### src/assert_macros.svh
// Assertion helpers shared by the RTL
`ifndef ASSERT_MACROS_SVH
`define ASSERT_MACROS_SVH
`ifndef NO_ASSERTIONS
// same-cycle implication
`define ASSERT_IMPL(label, clk, rst_n, ante, cons) \
    label: assert property (@(posedge clk) disable iff (!rst_n) (ante) |-> (cons)) \
        else $error("assertion failed: label");
// next-cycle implication
`define ASSERT_NEXT(label, clk, rst_n, ante, cons) \
    label: assert property (@(posedge clk) disable iff (!rst_n) (ante) |=> (cons)) \
        else $error("assertion failed: label");
`else
`define ASSERT_IMPL(label, clk, rst_n, ante, cons)
`define ASSERT_NEXT(label, clk, rst_n, ante, cons)
`endif
`endif

### src/ffsa_pkg.sv
package ffsa_pkg;

    localparam int MAX_SEGMENTS = 16;
    localparam int HEADER_BYTES = 40;
    localparam int ADDR_BITS    = 20;
    localparam int CFG_W        = 21;
    localparam int IDX_W        = (MAX_SEGMENTS > 2) ? $clog2(MAX_SEGMENTS) : 1;
    localparam int CNT_W        = $clog2(MAX_SEGMENTS + 1);
    // wide enough for the config value and for 2^ADDR_BITS
    localparam int HW           = (CFG_W > ADDR_BITS + 1) ? CFG_W : ADDR_BITS + 1;

    localparam longint HEAP_MIN   = 64;
    localparam longint HEAP_MAX   = longint'(1) << ADDR_BITS;
    localparam longint RESET_HEAP = 65536;

    localparam logic [ADDR_BITS-1:0] HDR = ADDR_BITS'(HEADER_BYTES);
    localparam logic [ADDR_BITS-1:0] RESET_LEN =
        (RESET_HEAP > HEADER_BYTES) ? ADDR_BITS'(RESET_HEAP - HEADER_BYTES) : '0;

    // status codes
    localparam logic [2:0] ST_OK        = 3'd0;
    localparam logic [2:0] ST_BAD_SIZE  = 3'd1;
    localparam logic [2:0] ST_NO_FIT    = 3'd2;
    localparam logic [2:0] ST_FULL      = 3'd3;
    localparam logic [2:0] ST_NOT_FOUND = 3'd4;

    localparam logic MODE_ALLOC = 1'b0;

    typedef struct packed {
        logic                 mode;
        logic [ADDR_BITS-1:0] request_bytes;
        logic [ADDR_BITS-1:0] release_address;
    } t_in_item;

    typedef struct packed {
        logic [2:0]           status;
        logic [ADDR_BITS-1:0] address;
    } t_out_item;

    typedef struct packed {
        logic [ADDR_BITS-1:0] offset;
        logic [ADDR_BITS-1:0] length;
        logic                 is_free;
    } t_seg;

    typedef enum logic [2:0] {
        OP_NONE  = 3'd0,
        OP_LOAD  = 3'd1,
        OP_SPLIT = 3'd2,
        OP_TAKE  = 3'd3,
        OP_FREE  = 3'd4,
        OP_MERGE = 3'd5
    } t_op;

    // broadcast to every cell of the chain
    typedef struct packed {
        t_op                  op;
        logic [IDX_W-1:0]     pos;
        logic [ADDR_BITS-1:0] bytes;
        logic [ADDR_BITS-1:0] load_len;
    } t_cell_cmd;

endpackage

### src/ffsa_cell.sv
module ffsa_cell (
    input  logic                        i_clk,
    input  logic                        i_rst_n,
    input  logic [ffsa_pkg::IDX_W-1:0]  i_idx,
    input  ffsa_pkg::t_cell_cmd         i_cmd,
    input  ffsa_pkg::t_seg              i_left,
    input  ffsa_pkg::t_seg              i_right,
    output ffsa_pkg::t_seg              o_seg
);

    ffsa_pkg::t_seg r_seg, n_seg;
    logic [ffsa_pkg::IDX_W:0] w_idx, w_pos1;

    assign w_idx  = {1'b0, i_idx};
    assign w_pos1 = {1'b0, i_cmd.pos} + (ffsa_pkg::IDX_W+1)'(1);

    // next segment value: own update or neighbor hand-over
    always_comb begin
        n_seg = r_seg;
        case (i_cmd.op)
            ffsa_pkg::OP_LOAD: begin
                if (i_idx == '0) begin
                    n_seg.offset  = ffsa_pkg::HDR;
                    n_seg.length  = i_cmd.load_len;
                    n_seg.is_free = 1'b1;
                end else begin
                    n_seg = '0;
                end
            end
            ffsa_pkg::OP_SPLIT: begin
                if (i_idx == i_cmd.pos) begin
                    n_seg.length  = i_cmd.bytes;
                    n_seg.is_free = 1'b0;
                end else if (w_idx == w_pos1) begin
                    n_seg.offset  = i_left.offset + i_cmd.bytes + ffsa_pkg::HDR;
                    n_seg.length  = i_left.length - i_cmd.bytes - ffsa_pkg::HDR;
                    n_seg.is_free = 1'b1;
                end else if (w_idx > w_pos1) begin
                    n_seg = i_left;
                end
            end
            ffsa_pkg::OP_TAKE: begin
                if (i_idx == i_cmd.pos) n_seg.is_free = 1'b0;
            end
            ffsa_pkg::OP_FREE: begin
                if (i_idx == i_cmd.pos) n_seg.is_free = 1'b1;
            end
            ffsa_pkg::OP_MERGE: begin
                if (i_idx == i_cmd.pos) begin
                    n_seg.length = r_seg.length + ffsa_pkg::HDR + i_right.length;
                end else if (i_idx > i_cmd.pos) begin
                    n_seg = i_right;
                end
            end
            default: n_seg = r_seg;
        endcase
    end

    always_ff @(posedge i_clk) begin
        if (!i_rst_n) begin
            if (i_idx == '0) begin
                r_seg.offset  <= ffsa_pkg::HDR;
                r_seg.length  <= ffsa_pkg::RESET_LEN;
                r_seg.is_free <= 1'b1;
            end else begin
                r_seg <= '0;
            end
        end else begin
            r_seg <= n_seg;
        end
    end

    assign o_seg = r_seg;

endmodule

### config.mk
export PLATFORM = sky130hd
export DESIGN_NAME = ffsa_cell
export DESIGN_NICKNAME = d
export VERILOG_FILES = /design/src/assert_macros.svh /design/src/ffsa_pkg.sv /design/src/ffsa_cell.sv
export SDC_FILE = /design/constraint.sdc
export NUM_CORES = 1
export LEC_CHECK = 0
export BUFFER_PORTS_ARGS = -buffer_cell sky130_fd_sc_hd__buf_2
export CAP_MARGIN = 20
export CORE_MARGIN = 5
export CORE_UTILIZATION = 50
export CTS_CLUSTER_DIAMETER = 80
export DETAILED_ROUTE_END_ITERATION = 8
export GPL_TIMING_DRIVEN = 0
export MAX_ROUTING_LAYER = met4
export PLACE_DENSITY = 0.85
export SYNTH_ARGS = -nofsm -noshare
export SYNTH_HDL_FRONTEND = slang
export SYNTH_SLANG_ARGS = --single-unit
### constraint.sdc
create_clock -name i_clk -period 8.52 [get_ports i_clk]
set_clock_uncertainty 0.2 [all_clocks]
set_input_delay 0 -clock i_clk [delete_from_list [all_inputs] [get_ports i_clk]]
set_output_delay 0 -clock i_clk [all_outputs]
set_load 0.01 [all_outputs]
==> key figures, run 1 <==
Outcome
  • Result of the run: complete, no violations

Placed design
  • Final Wtd Congestion: 1.024
  • Number of buffers added on ports: 174
  • Worst-case setup slack after placement: 5.065 ns
  • DP Wirelength: 17120 um

Critical path
  • Slowest-stage cell, CP: dlygate4sd3_1
  • Kind of start point of the critical path: flop
  • Kind of critical path: flop to flop
  • Crit Path Max Fanout: 4
  • CP endpoint kind: flop
  • Ordered list of cells on the worst path: ha_1, ha_1, inv_1, fa_1, nor2b_1, o2111ai_1, nand3_1, o21a_1, a211oi_1, a21oi_1, xnor2_1, a32oi_1, dlygate4sd3_1, o211ai_1, dlygate4sd3_1
  • Worst Path Required: 8.37 ns
  • Arrival time at the worst endpoint: 4.06 ns
  • Worst stage delay on the critical path: 0.58 ns

STA
  • Timing-limited maximum frequency: 0.2378 GHz
  • Final hold violations: 0
  • Final max-slew violation count: 0
  • Minimum setup slack in the final design: 4.315 ns
  • Share of the cycle needed by the critical path after routing: 0.4936
  • Unrepaired setup endpoints after global routing: no
  • Relative slew slack: 0.4223
  • Time the worst path needs with I/O delays and setup: 4.205 ns
  • Setup-violating endpoint count in the final report: 0
  • Summed negative setup slack over all endpoints: 0 ns
  • Worst-Margin Slew: 0.8634 ns

Run
  • Number of max-capacitance violations reported: 0

Drt
  • Final antenna-violating net count: 0
  • Number of vias per cell after detailed routing: 5.951
  • Via count of the routed design: 7242
  • Average wire per standard cell: 18.47 um
  • Initial detailed-routing violation count: 758
  • Final routed wirelength across all metal layers: 22480 um
  • Drt pass-1 iters: 5
  • Number of design rule violations left after detail routing: 0

Clock tree
  • Buffer levels on the longest clock path: 2
  • Clock tree from TritonCTS: done
  • Post-CTS resize count: 0
  • Register clock-pin slew on the reported worst setup and hold paths: 0.06 ns
  • Clk_lat worst skew: 0.30 ns
  • Depth of the CTS H-tree: 2
  • CTS sink count: 41
  • Total clock buffers created by CTS: 5
  • Root buffer cell: clkbuf_16

GRT
  • Met3 Track Usage GR: 0.04575
  • Wire length of the first global-routing pass: 34070 um
  • Most Crowded Layer GR: met2
  • Total global-route track usage: 0.2981
  • Antenna violations before repair: 1
  • Number of global-route vias before repair: 7052
  • Global Route met1 Usage: 0.3511
  • Leftover overflow at the end of global routing: 0
  • GR met2 Demand/Resource: 0.5050
  • Maximum number of pins on one net before global-route repair: 15

Yosys
  • Share of synthesized registers carrying an async set or reset: 0
  • Number of distinct library cell variants in the gate-level netlist after synthesis: 72
  • Mapped cell area: 0.006391 mm^2
  • Predominant post-synthesis flop cell: edfxtp_1
  • Number of nets in the synthesized netlist: 1048
  • Number of flops mapped to enable cells by yosys: 41
  • Post-synthesis sequential area ratio: 0.1926
  • Post-synthesis area per instance: 8.090 um^2
  • Total of flip-flops plus latches after synthesis: 41
  • Share of the synthesized area in the top cell type: 0.2349
  • Cells after synthesis: 790
  • Post-synth top area cell: ha_1
  • Count of warnings emitted by yosys: 0
  • Ranking of synthesized cells by area: ha_1 (23%), edfxtp_1 (19%), a21oi_1 (5.6%)
  • Top cells by count, synth: ha_1 (120), inv_1 (82), nand2_1 (73), a21oi_1 (72), nor2_1 (60)
  • Most frequent cell after synthesis: ha_1

Floorplanning
  • Floorplan core area: 0.01257 mm^2
  • Floorplan die area: 0.01514 mm^2
  • Horizontal die dimension: 123.1 um
  • Initial standard-cell utilization of the core: 0.5085
  • Die Y-Extent: 123.1 um
  • Total I/O pin count: 176
  • Number of rows in the core area: 41

Pwr
  • Power density over cell area: 122.5 mW/mm^2
  • Max IR drop VDD: 0.07244 mV
  • Total design power: 1.024 mW
  • Leakage power of the design: 4.010 nW

Worst hold path
  • Worst min path class: input port to flop

Layout
  • Growth of design area from synthesis to finish: 30.79%
  • Proportion of layout cells with a drive suffix above 1: 0.1973
  • Final nets: 1302
  • Max FFs per register: 41
[critical path, delay by kind of cell, from the launching register on]
kind,cells,cell delay [ns]
buffers and inverters,3,1.18
AOI/OAI and AO/OA,6,0.94
adders and majority gates,3,0.85
DFF,1,0.39
and+or+nand+nor,2,0.30
xor gates and xnor gates,1,0.10
[cell families after synthesis]
| logic type | synth area share |
|---|---|
| adder cells (fa/ha/maj) | 0.2443 |
| multiplexers | 0.005481 |
| XOR/XNOR | 0.06989 |
| flip-flops | 0.1926 |
| AND/OR/NAND/NOR | 0.1408 |
| AO/OA/AOI/OAI | 0.2805 |
| buffers and inverters | 0.06637 |
[cells in the final DEF (no fill, tap or decap), types with 3 or more instances in the layout]
| cell type | count |
|---|---|
| and2_1 | 5 |
| a21oi_1 | 71 |
| o21ai_0 | 45 |
| o21bai_1 | 5 |
| clkbuf_1 | 22 |
| a21oi_2 | 3 |
| o221ai_1 | 4 |
| a22oi_1 | 8 |
| a221o_1 | 7 |
| o21a_1 | 12 |
| nor2_1 | 60 |
| or3_1 | 3 |
| nand2b_1 | 3 |
| a31oi_1 | 9 |
| or4_1 | 3 |
| a22o_1 | 3 |
| buf_2 | 177 |
| edfxtp_1 | 41 |
| nor2b_1 | 8 |
| o21ai_1 | 6 |
| a211oi_1 | 9 |
| nand3_1 | 19 |
| clkbuf_16 | 5 |
| ha_1 | 120 |
| xnor2_1 | 25 |
| a222oi_1 | 5 |
| xor2_1 | 26 |
| nor3_1 | 9 |
| fa_1 | 3 |
| nand2_1 | 73 |
| a32oi_1 | 5 |
| inv_1 | 82 |
| o211ai_1 | 12 |
| o22ai_1 | 4 |
| dlygate4sd3_1 | 71 |
| a21o_1 | 21 |
| a221oi_1 | 10 |
[layer usage]
layer | up-vias | wire (um) | part of all wire
met5 | - | 0 | 0
met3 | 84 | 2049 | 0.091
met2 | 429 | 10810 | 0.48
li1 | 3424 | - | -
met1 | 3305 | 8770 | 0.39
met4 | 0 | 854 | 0.038
[per-stage QoR]
step / std cells / hold slack, ns / area, um^2 / util
CTS: 1216 / 0.005152 / 8357 / 0.6649
global route: 1217 / 0.03600 / 8359 / 0.6651
floorplan: 790 / -0.007849 / 6391 / -
global placement: 1136 / 0.08432 / 7477 / 0.5949
detailed placement: 1138 / 0.09877 / 7513 / 0.5978
finish: 1217 / 0.01273 / 8359 / 0.6651
[where the power goes]
part / switching, mW / internal [mW]
sequential: 0.0106 / 0.252
clock: 0.0881 / 0.107
combinational: 0.316 / 0.251
[worst paths after layout]
path | startpoint | depth (start not counted) | endpoint | slack, ns
max | o_seg[2]$_SDFFCE_PN0P_ | 15 | o_seg[20]$_SDFFCE_PN0P_ | 4.31
min reg2reg | o_seg[19]$_SDFFCE_PN0P_ | 4 | o_seg[19]$_SDFFCE_PN0P_ | 0.78
max reg2reg | o_seg[2]$_SDFFCE_PN0P_ | 15 | o_seg[20]$_SDFFCE_PN0P_ | 4.31
min | i_left[27] | 5 | o_seg[27]$_SDFFCE_PN0P_ | 0.01
[timing repair]
item,in CTS,in global routing
hold endpoints to repair,41,0
hold buffers,71,0
setup endpoints to repair,0,0
buffers inserted,0,0
[final cells by class]
type	instances	area, um^2
fill	1027	4209
clock inverter	1	3.754
clock buffer	6	128.9
tap	172	215.2
timing repair buffer	247	1608
sequential	41	1231
multi-input combinational	639	4746
antenna	1	2.502
buffer	28	116.4
inverter	82	307.8
No activity file was read; power rests on OpenSTA's default activity.
==> run 2: changes to the inputs <==
clock period = 4.22 ns   (was 8.52 ns; I/O delays follow)
==> key figures, run 2 (synthesized netlist as in run 1, its figures left out) <==
Outcome
  • Result of the run: complete, no violations

Drt
  • Final antenna-violating net count: 0
  • Drt pass-1 iters: 6
  • Number of vias per cell after detailed routing: 5.953
  • Number of design rule violations left after detail routing: 0
  • Via count of the routed design: 7263
  • Average wire per standard cell: 18.63 um
  • Initial detailed-routing violation count: 752
  • Final routed wirelength across all metal layers: 22720 um

Layout
  • Leading cell type in the layout, fill and taps excluded: buf_2
  • Sequential cell area: 0.001231 mm^2
  • Growth of design area from synthesis to finish: 31.44%
  • Layout Utilization: 0.6684
  • Most frequent cells in the layout: buf_2 (177), ha_1 (120), inv_1 (82)
  • Total area of multi-input combinational cells: 0.004765 mm^2
  • Fill cell count: 1022
  • Final nets: 1305
  • Max FFs per register: 41
  • Proportion of layout cells with a drive suffix above 1: 0.2044
  • Final instance area: 0.008401 mm^2
  • Number of non-filler instances in the completed layout: 1220

Critical path
  • Combined buffer and inverter count along the critical path: 3
  • Arrival time at the worst endpoint: 3.90 ns
  • Ordered list of cells on the worst path: ha_1, ha_1, inv_1, fa_2, nor2b_1, o2111ai_1, nand3_1, o21a_1, a211oi_2, a21oi_2, xnor2_1, a32oi_1, dlygate4sd3_1, o211ai_1, dlygate4sd3_1
  • Slowest-stage cell, CP: dlygate4sd3_1
  • Slack of the worst reg-to-reg path: 0.17 ns
  • Crit Path Max Fanout: 3
  • Kind of critical path: flop to flop
  • Worst stage delay on the critical path: 0.59 ns
  • Worst Path Required: 4.07 ns
  • CP endpoint kind: flop
  • Kind of start point of the critical path: flop
  • Crit-path leading delay family: buffers and inverters

Worst hold path
  • Worst min path class: input port to flop

Floorplanning
  • Horizontal die dimension: 123.1 um
  • Die Y-Extent: 123.1 um
  • Initial standard-cell utilization of the core: 0.5085
  • Number of rows in the core area: 41
  • Floorplan die area: 0.01514 mm^2
  • Floorplan core area: 0.01257 mm^2
  • Total I/O pin count: 176

STA
  • Time the worst path needs with I/O delays and setup: 4.051 ns
  • Worst-Margin Slew: 0.8862 ns
  • Minimum hold slack: 0.008558 ns
  • Setup-violating endpoint count in the final report: 0
  • Minimum setup slack in the final design: 0.1691 ns
  • Relative slew slack: 0.4070
  • Final max-slew violation count: 0
  • Share of the cycle needed by the critical path after routing: 0.9599
  • Timing-limited maximum frequency: 0.2469 GHz
  • Final hold violations: 0
  • Summed negative setup slack over all endpoints: 0 ns

Placed design
  • Area after detailed placement: 0.007513 mm^2
  • DP Cell Count: 1138
  • Number of buffers added on ports: 174
  • Final Wtd Congestion: 1.024
  • Worst-case setup slack after placement: 0.7648 ns
  • DP Wirelength: 17120 um

Pwr
  • Sequential group share of total power: 0.254
  • Power density over cell area: 248.1 mW/mm^2
  • Fraction of power consumed by the clock network: 0.189
  • Leakage power of the design: 4.029 nW
  • Max IR drop VDD: 0.1467 mV
  • Total design power: 2.084 mW
  • Cell-internal power: 1.240 mW
  • Reported net switching power: 0.8443 mW
  • Combinational power share: 0.557
  • Net switching fraction of the power: 0.4051

Run
  • Number of max-capacitance violations reported: 0

Clock tree
  • Clk_lat worst skew: 0.30 ns
  • Buffer levels on the longest clock path: 2
  • Depth of the CTS H-tree: 2
  • Register clock-pin slew on the reported worst setup and hold paths: 0.06 ns
  • CTS sink count: 41
  • Total clock buffers created by CTS: 5
  • Root buffer cell: clkbuf_16
  • Clock tree from TritonCTS: done

GRT
  • Number of global-route vias before repair: 7052
  • Leftover overflow at the end of global routing: 0
  • Wire length of the first global-routing pass: 34070 um
  • Antenna violations before repair: 1
  • Maximum number of pins on one net before global-route repair: 15
  • Total global-route track usage: 0.2981
[run 2: cell count changes in the layout (fill, tap and decap cells not counted), sizes merged]
cell / change
buf: +3
[run 2: area by class of cell]
cell class,count,area share
antenna,1,0.0002979
buffer,28,0.01385
clock buffer,6,0.01534
clock inverter,1,0.0004468
inverter,82,0.03664
multi-input combinational,639,0.5672
sequential,41,0.1466
tap,172,0.02562
timing repair buffer,250,0.1941
[run 2: metal layers]
metal / wire [um] / global-route usage
met1: 8797 / 0.3511
met4: 925 / 0.1322
met2: 10790 / 0.5050
met5: 0 / -
met3: 2208 / 0.04575
[run 2: worst register-to-register path, stage by stage, from the launching register on]
cell and delay [ns]:
edfxtp_1 0.39, ha_1 0.28, ha_1 0.21, inv_1 0.07, fa_2 0.20, nor2b_1 0.06, o2111ai_1 0.17, nand3_1 0.14
o21a_1 0.23, a211oi_2 0.22, a21oi_2 0.06, xnor2_1 0.13, a32oi_1 0.18, dlygate4sd3_1 0.59, o211ai_1 0.09, dlygate4sd3_1 0.59
[run 2: final timing paths]
kind,cells past startpoint,from,end
setup / recovery,15,o_seg[2]$_SDFFCE_PN0P_,o_seg[20]$_SDFFCE_PN0P_
hold / removal,5,i_left[27],o_seg[27]$_SDFFCE_PN0P_
setup reg to reg,15,o_seg[2]$_SDFFCE_PN0P_,o_seg[20]$_SDFFCE_PN0P_
hold reg to reg,4,o_seg[19]$_SDFFCE_PN0P_,o_seg[19]$_SDFFCE_PN0P_
[run 2: repair_timing]
item                                    4_1_cts  5_1_grt
gates resized for setup                       0        5
endpoints found under the setup margin        0        1
buffers inserted                              0        3
hold endpoints to repair                     41        0
hold buffers                                 71        0
[run 2: power groups by stage]
stage | clock, mW | sequential [mW] | combinational, mW
after floorplan | 0 | 0.563 | 0.717
after global placement | 0 | 0.539 | 1.03
after detailed placement | 0 | 0.536 | 1.06
after CTS | 0.391 | 0.529 | 1.12
after global routing | 0.409 | 0.534 | 1.27
final | 0.394 | 0.530 | 1.16
